[src/hw/rtl/tsc_pkg.sv]
// Shared types and constants for the template score classifier.
// Holds the record layout, field offsets, datapath command/status structs and FSM states.
// No dependencies.
package tsc_pkg;

    localparam int MAX_CLASSIFIERS = 32;
    localparam int PROFILE_POINTS  = 8;
    localparam int RECORD_WORDS    = 17;
    localparam int TABLE_DEPTH     = MAX_CLASSIFIERS * RECORD_WORDS;
    localparam int ADDR_W          = $clog2(TABLE_DEPTH);
    localparam int REC_W           = $clog2(MAX_CLASSIFIERS);
    localparam int COUNT_W         = 6;
    localparam int WORD_IDX_W      = 5;

    localparam int IN_TDATA_W  = 232;
    localparam int OUT_TDATA_W = 56;
    localparam int CFG_INDEX_W = 2;
    localparam int CFG_DATA_W  = 8;

    // input beat layout, lowest bit first
    localparam int IN_PROF_LSB     = 0;
    localparam int IN_SYM_LSB      = 128;
    localparam int IN_CPX_LSB      = 144;
    localparam int IN_HOLES_LSB    = 160;
    localparam int IN_RADIAL_LSB   = 168;
    localparam int IN_CONTRAST_LSB = 184;
    localparam int IN_SLOT_LSB     = 200;
    localparam int IN_WSEL_LSB     = 205;
    localparam int IN_WDATA_LSB    = 210;

    // configuration register indexes
    localparam logic [CFG_INDEX_W-1:0] REG_CLASSIFIER_COUNT = 2'd0;
    localparam logic [CFG_INDEX_W-1:0] REG_FLORAL_CLASS     = 2'd1;
    localparam logic [CFG_INDEX_W-1:0] REG_UNKNOWN_CLASS    = 2'd2;

    // record word positions
    localparam int W_WEIGHT_PROF = 8;
    localparam int W_WEIGHT_SYM  = 9;
    localparam int W_WEIGHT_CPX  = 10;
    localparam int W_WEIGHT_HOLE = 11;
    localparam int W_TH_RADIAL   = 12;
    localparam int W_TH_SYM      = 13;
    localparam int W_TH_CONTRAST = 14;
    localparam int W_REQ_HOLES   = 15;
    localparam int W_CLASS       = 16;

    // x/10 = (x * RECIP) >> 35, x/5 = (x * RECIP) >> 34, exact for 32-bit x
    localparam logic [31:0] DIV_RECIP = 32'hCCCC_CCCD;

    localparam logic signed [31:0] ONE_Q24     = 32'sh0100_0000;
    localparam logic signed [21:0] CONF_MAX    = 22'sd32768;
    localparam logic signed [21:0] CONF_ACCEPT = 22'sd16384;

    typedef enum logic [4:0] {
        OP_NOP,
        OP_LATCH,
        OP_WRITE,
        OP_BEST_INIT,
        OP_FETCH,
        OP_SQ,
        OP_SQRT_INIT,
        OP_SQRT_STEP,
        OP_PROF_MUL,
        OP_PROF_ADD,
        OP_SYM_ADD,
        OP_CPX_ADD,
        OP_HOLE,
        OP_DIV_FIN,
        OP_RADIAL,
        OP_SYM_TH,
        OP_CONTRAST,
        OP_CONF,
        OP_SELECT,
        OP_OUT
    } dp_op_t;

    typedef struct packed {
        dp_op_t                  op;
        logic [REC_W-1:0]        rec;
        logic [WORD_IDX_W-1:0]   word;
    } dp_cmd_t;

    typedef struct packed {
        logic [COUNT_W-1:0] rec_count;
        logic               hole_mismatch;
        logic               contrast_miss;
        logic               sqrt_last;
        logic               out_free;
    } dp_status_t;

    typedef enum logic [4:0] {
        S_IDLE,
        S_WRITE,
        S_INIT,
        S_FETCH,
        S_SQ,
        S_SQRT_INIT,
        S_SQRT,
        S_PROF_MUL,
        S_PROF_ADD,
        S_SYM_ADD,
        S_CPX_ADD,
        S_HOLE,
        S_HOLE_DIV,
        S_RADIAL,
        S_SYM_TH,
        S_CONTRAST,
        S_CON_DIV,
        S_CONF,
        S_SELECT,
        S_OUT
    } ctl_state_t;

    function automatic logic [ADDR_W-1:0] rec_addr(input logic [REC_W-1:0] rec,
                                                   input logic [WORD_IDX_W-1:0] word);
        return ADDR_W'(rec) * ADDR_W'(RECORD_WORDS) + ADDR_W'(word);
    endfunction

endpackage

[src/hw/rtl/tsc_ctl.sv]
// Controller for the template score classifier: walks records and sequences the datapath.
// Depends on tsc_pkg.
module tsc_ctl import tsc_pkg::*; (
    input  logic       aclk,
    input  logic       aresetn,
    input  logic       s_axis_tvalid,
    input  logic       s_axis_tuser,
    output logic       s_axis_tready,
    input  dp_status_t status,
    output dp_cmd_t    cmd
);

    ctl_state_t            state_reg, state_next;
    logic [COUNT_W-1:0]    rec_reg, rec_next;
    logic [WORD_IDX_W-1:0] word_reg, word_next;

    always_ff @(posedge aclk) begin
        if (!aresetn) begin
            state_reg <= S_IDLE;
            rec_reg   <= '0;
            word_reg  <= '0;
        end else begin
            state_reg <= state_next;
            rec_reg   <= rec_next;
            word_reg  <= word_next;
        end
    end

    always_comb begin
        state_next    = state_reg;
        rec_next      = rec_reg;
        word_next     = word_reg;
        cmd.op        = OP_NOP;
        cmd.rec       = rec_reg[REC_W-1:0];
        cmd.word      = word_reg;
        s_axis_tready = 1'b0;
        case (state_reg)
            S_IDLE: begin
                s_axis_tready = 1'b1;
                if (s_axis_tvalid) begin
                    cmd.op     = OP_LATCH;
                    state_next = s_axis_tuser ? S_INIT : S_WRITE;
                end
            end
            S_WRITE: begin
                cmd.op     = OP_WRITE;
                state_next = S_IDLE;
            end
            S_INIT: begin
                cmd.op     = OP_BEST_INIT;
                rec_next   = '0;
                word_next  = '0;
                state_next = (status.rec_count == '0) ? S_OUT : S_FETCH;
            end
            S_FETCH: begin
                // a final fetch step with no read lets the last word land from the RAM
                cmd.op = OP_FETCH;
                if (word_reg == WORD_IDX_W'(RECORD_WORDS)) begin
                    word_next  = '0;
                    state_next = S_SQ;
                end else begin
                    word_next = word_reg + 1'b1;
                end
            end
            S_SQ: begin
                cmd.op = OP_SQ;
                if (word_reg == WORD_IDX_W'(PROFILE_POINTS)) begin
                    word_next  = '0;
                    state_next = S_SQRT_INIT;
                end else begin
                    word_next = word_reg + 1'b1;
                end
            end
            S_SQRT_INIT: begin
                cmd.op     = OP_SQRT_INIT;
                state_next = S_SQRT;
            end
            S_SQRT: begin
                cmd.op = OP_SQRT_STEP;
                if (status.sqrt_last) begin
                    state_next = S_PROF_MUL;
                end
            end
            S_PROF_MUL: begin
                cmd.op     = OP_PROF_MUL;
                state_next = S_PROF_ADD;
            end
            S_PROF_ADD: begin
                cmd.op     = OP_PROF_ADD;
                state_next = S_SYM_ADD;
            end
            S_SYM_ADD: begin
                cmd.op     = OP_SYM_ADD;
                state_next = S_CPX_ADD;
            end
            S_CPX_ADD: begin
                cmd.op     = OP_CPX_ADD;
                state_next = S_HOLE;
            end
            S_HOLE: begin
                cmd.op     = OP_HOLE;
                state_next = status.hole_mismatch ? S_HOLE_DIV : S_RADIAL;
            end
            S_HOLE_DIV: begin
                cmd.op     = OP_DIV_FIN;
                state_next = S_RADIAL;
            end
            S_RADIAL: begin
                cmd.op     = OP_RADIAL;
                state_next = S_SYM_TH;
            end
            S_SYM_TH: begin
                cmd.op     = OP_SYM_TH;
                state_next = S_CONTRAST;
            end
            S_CONTRAST: begin
                cmd.op     = OP_CONTRAST;
                state_next = status.contrast_miss ? S_CON_DIV : S_CONF;
            end
            S_CON_DIV: begin
                cmd.op     = OP_DIV_FIN;
                state_next = S_CONF;
            end
            S_CONF: begin
                cmd.op     = OP_CONF;
                state_next = S_SELECT;
            end
            S_SELECT: begin
                cmd.op    = OP_SELECT;
                rec_next  = rec_reg + 1'b1;
                word_next = '0;
                if (rec_reg + 1'b1 == status.rec_count) begin
                    state_next = S_OUT;
                end else begin
                    state_next = S_FETCH;
                end
            end
            S_OUT: begin
                // hold until the output register can take the result
                if (status.out_free) begin
                    cmd.op     = OP_OUT;
                    state_next = S_IDLE;
                end
            end
            default: begin
                state_next = S_IDLE;
            end
        endcase
    end

endmodule

[config.mk]
export PLATFORM = sky130hd
export DESIGN_NAME = tsc_ctl
export DESIGN_NICKNAME = d
export VERILOG_FILES = /design/src/hw/rtl/tsc_pkg.sv /design/src/hw/rtl/tsc_ctl.sv
export SDC_FILE = /design/constraint.sdc
export NUM_CORES = 1
export LEC_CHECK = 0
export BUFFER_PORTS_ARGS = -buffer_cell sky130_fd_sc_hd__buf_2
export CAP_MARGIN = 30
export CELL_PAD_IN_SITES_DETAIL_PLACEMENT = 1
export CELL_PAD_IN_SITES_GLOBAL_PLACEMENT = 1
export CORE_ASPECT_RATIO = 0.75
export CORE_MARGIN = 1.5
export CORE_UTILIZATION = 40
export DETAILED_ROUTE_END_ITERATION = 8
export GPL_ROUTABILITY_DRIVEN = 0
export PLACE_DENSITY = 0.84
export SLEW_MARGIN = 40
export SYNTH_ARGS = -nofsm -noshare
export SYNTH_HDL_FRONTEND = slang
export SYNTH_SLANG_ARGS = --single-unit
[constraint.sdc]
create_clock -name aclk -period 4.2 [get_ports aclk]
set_input_delay 0.21 -clock aclk [delete_from_list [all_inputs] [get_ports aclk]]
set_output_delay 0.21 -clock aclk [all_outputs]
set_load 0.05 [all_outputs]
Word level (Yosys, flattened, before mapping) --
Index checks and enable logic that the tools add are counted.
Operators by class: reductions and logical operators 7, multiplexer cells 19, add/sub/neg operators 2, eq/ne operators 27
Operator list (count):
- $pmux 5 s19 | 2
- $mux 5 | 10
- $eq 5x4->1 const B | 9
- $eq 5x5->1 const B | 5
- $eq 5x3->1 const B | 4
- $pmux 5 s3 | 1
- $pmux 6 s2 | 1
- $eq 5x2->1 const B | 2
- $ne 2x2->1 const B | 5
- $add 6x1->6 const B | 1
- $eq 6x6->1 | 1
- $logic_not 6->1 | 1
- $add 5x1->5 const B | 1
- $eq 5x1->1 const B | 1
- $logic_not 5->1 | 1
- $reduce_and 5->1 | 1
- $mux 1 | 4
- $reduce_or 2->1 | 2
- $reduce_bool 3->1 | 1
- $mux 2 | 1
- $reduce_bool 2->1 | 1
Word-level totals: output and inout bits 16, bits of input ports 14, logic and storage cells 58, bits in registers 16

Longest topological paths before layout --
depth after elaboration 4, mapped depth 6

Worst setup path after synthesis --
Ideal clock, no wire load.
path type register -> output, from register state_reg[4], to output port cmd[10] (netlist name), path slack 1811 ps, required time 3990 ps, cell stages (with the launch flop) 5, data arrival time 2179 ps, cells stage by stage dfxtp_1 -> buf_2 -> buf_2 -> o21ai_0 -> a221oi_1
RTL lines:
- start, declared | RTL line tsc_ctl.sv:13 | ctl_state_t state_reg, state_next;
- start signal, assigned | RTL line tsc_ctl.sv:23 | state_reg <= state_next;
- end, declared | RTL line tsc_ctl.sv:10 | output dp_cmd_t cmd

==> out/metrics.yaml <==
synth_top_area_share_pct: 22.8
critical_path_arrival_ns: 2.50
path_max_fanout: 24
insertion_delay_ns: 0.25
r2r_start: "state_reg[1]$_SDFFE_PN0P_"
synth_area_leader_cell: "dfxtp_1"
vias_per_cell: 6.07
setup_viol: 0
ant_nets: 0
grt.total_usage_pct: 22.3
core-area_um2: 3310
row_count: 18
ctsHoldBuffers: 0
syn_area_um2: 1400
yosysWarningCount: 0
synthFlopType: "dfxtp_1"
place_area_um2: 1490
yosys.cell_types.count: 50
pre_cts_ws_ns: 1.80
syn_to_final_growth_pct: 9.45
grt_pass1_wl_mm: 6.71
htreeDepth: 1
die_x_um: 71.4
firstDrtPassIters: 4
start_util_pct: 42.4
synth_seq_cells: 16
relSlewSlack_pct: 43.6
largest_register_ffs: 6
die_area_um2: 3880
io_pins: 30
post_cts_buffers: 0
dr.first_iter.drc_count: 62
synth.area.top_cells: "dfxtp_1 (23%), o21ai_0 (5.7%), ha_1 (3.6%), nand3_1 (3.2%), nor3_1 (3.2%)"
layout_commonest_cell: "buf_2"
grt_max_degree: 25
worstMarginPinSlew_ns: 0.844
n_antenna_cell: 0
path_class: "flop to primary output"
final_cell_mix: "buf_2 (29), o21ai_0 (16), dfxtp_1 (15)"
powerDensity_nw_per_um2: 504
maxCapViolations: 0
critPathRequiredTime_ns: 3.99
hpwlAfterDp_mm: 3.06
drv_slew: 0
total_power_mw: 0.774
syn_avg_cell_area_um2: 7.89
clk_pin_slew_ns: 0.07
finish.instance_area_um2: 1540
syn_inst: 178
cp-end-kind: "primary output"
power_leakage_nw: 0.573
cp-start-kind: "flop"
final.setup_skew_ns: 0.00833
port_buffers: 29
final_layout_size_suffix_gt1_share_pct: 20.6
wl_mm: 4.11
cts_sinks: 16
timing.hold.ws_ns: 0.279
wl_per_cell_um: 17.6
cts_tree: "yes"
fp.dieH_um: 54.3
irDropWorstVdd_uv: 189
first_global_vias: 1366
yosysSeqAreaShare_pct: 22.8
hp-class: "primary input to flop"
synth-edff-count: 0
fin_ws_ns: 1.49
syn_nets: 196
grt-ovfl-total: 0
max_freq_mhz: 369
detailroute.via_count: 1421
rsz0062_at_grt: "false"
layout.nets: 214
numCtsBuffers: 3
clockBufferDepth: 2
hold_start: "aresetn"
setup-tns-final_ns: 0
root_buffer: "clkbuf_8"
antenna_found_initial: 0
post-route-period-util_pct: 64.4
status: "finished, final reports clean"
finalHoldViolCount: 0
startpoint: "state_reg[4]$_SDFFE_PN0P_"
drc: 0
synthArstFlopShare_pct: 0
cts.repair.resized: 0
min_period_ns: 2.71
power by group:
| part | leakage (nW) | internal (mW) | switching [mW] |
|---|---|---|---|
| Sequential | 0.130 | 0.170 | 0.0729 |
| Clock | 0.0216 | 0.0636 | 0.0536 |
| Combinational | 0.422 | 0.148 | 0.266 |
metal layers:
metal  up-vias  track usage [%]  wire (um)
li1        692                -          -
met1       708             28.5       1900
met2        21             41.0       2090
met3         0             4.60        124
met4         0             1.89          0
met5         -                0          0
worst paths after layout:
| check | end | slack, ns | cells past startpoint |
|---|---|---|---|
| worst max-delay path | cmd[13] | 1.49 | 5 |
| worst min-delay path | rec_reg[4]$_SDFFE_PN0P_ | 0.28 | 2 |
| worst max register to register | word_reg[0]$_SDFFE_PN0P_ | 1.84 | 4 |
| worst min register to register | word_reg[4]$_SDFFE_PN0P_ | 0.56 | 2 |
per-stage QoR:
step	util, %	cells
after global routing	46.4	234
after detailed placement	45.1	231
after floorplan	-	178
after CTS	46.4	234
after global placement	45.1	231
final	46.4	234
kinds of logic after synthesis:
family          Yosys count  synth area share [%]
compound gates           50                  25.2
xor+xnor                  8                  4.99
fa+ha+maj                 4                  3.57
buf+inv                  23                  9.36
flops                    16                  22.8
mux                       2                  1.52
simple gates             75                  32.5
area by class of cell:
class                           count  area [um^2]
Clock buffer                        3         41.3
Fill cell                         421         1770
Inverter                            7         26.3
Multi-Input combinational cell    139          952
Sequential cell                    16          322
Tap cell                           40         50.0
Timing Repair Buffer               29          145
Yosys cell counts, drive strengths merged (5+ instances only):
cell type	number
dfxtp	16
o21ai	16
buf	15
nand2	11
nor2	11
nor3	10
nand3	9
a21oi	7
or3	7
inv	6
xnor2	5
critical path, stage by stage, from the launching register on:
cell and delay (ns):
dfxtp_1 0.88, inv_1 0.33, or3_1 0.42, o22a_1 0.21, o21ai_0 0.12, buf_2 0.28
(Power assumes the default switching activity.)
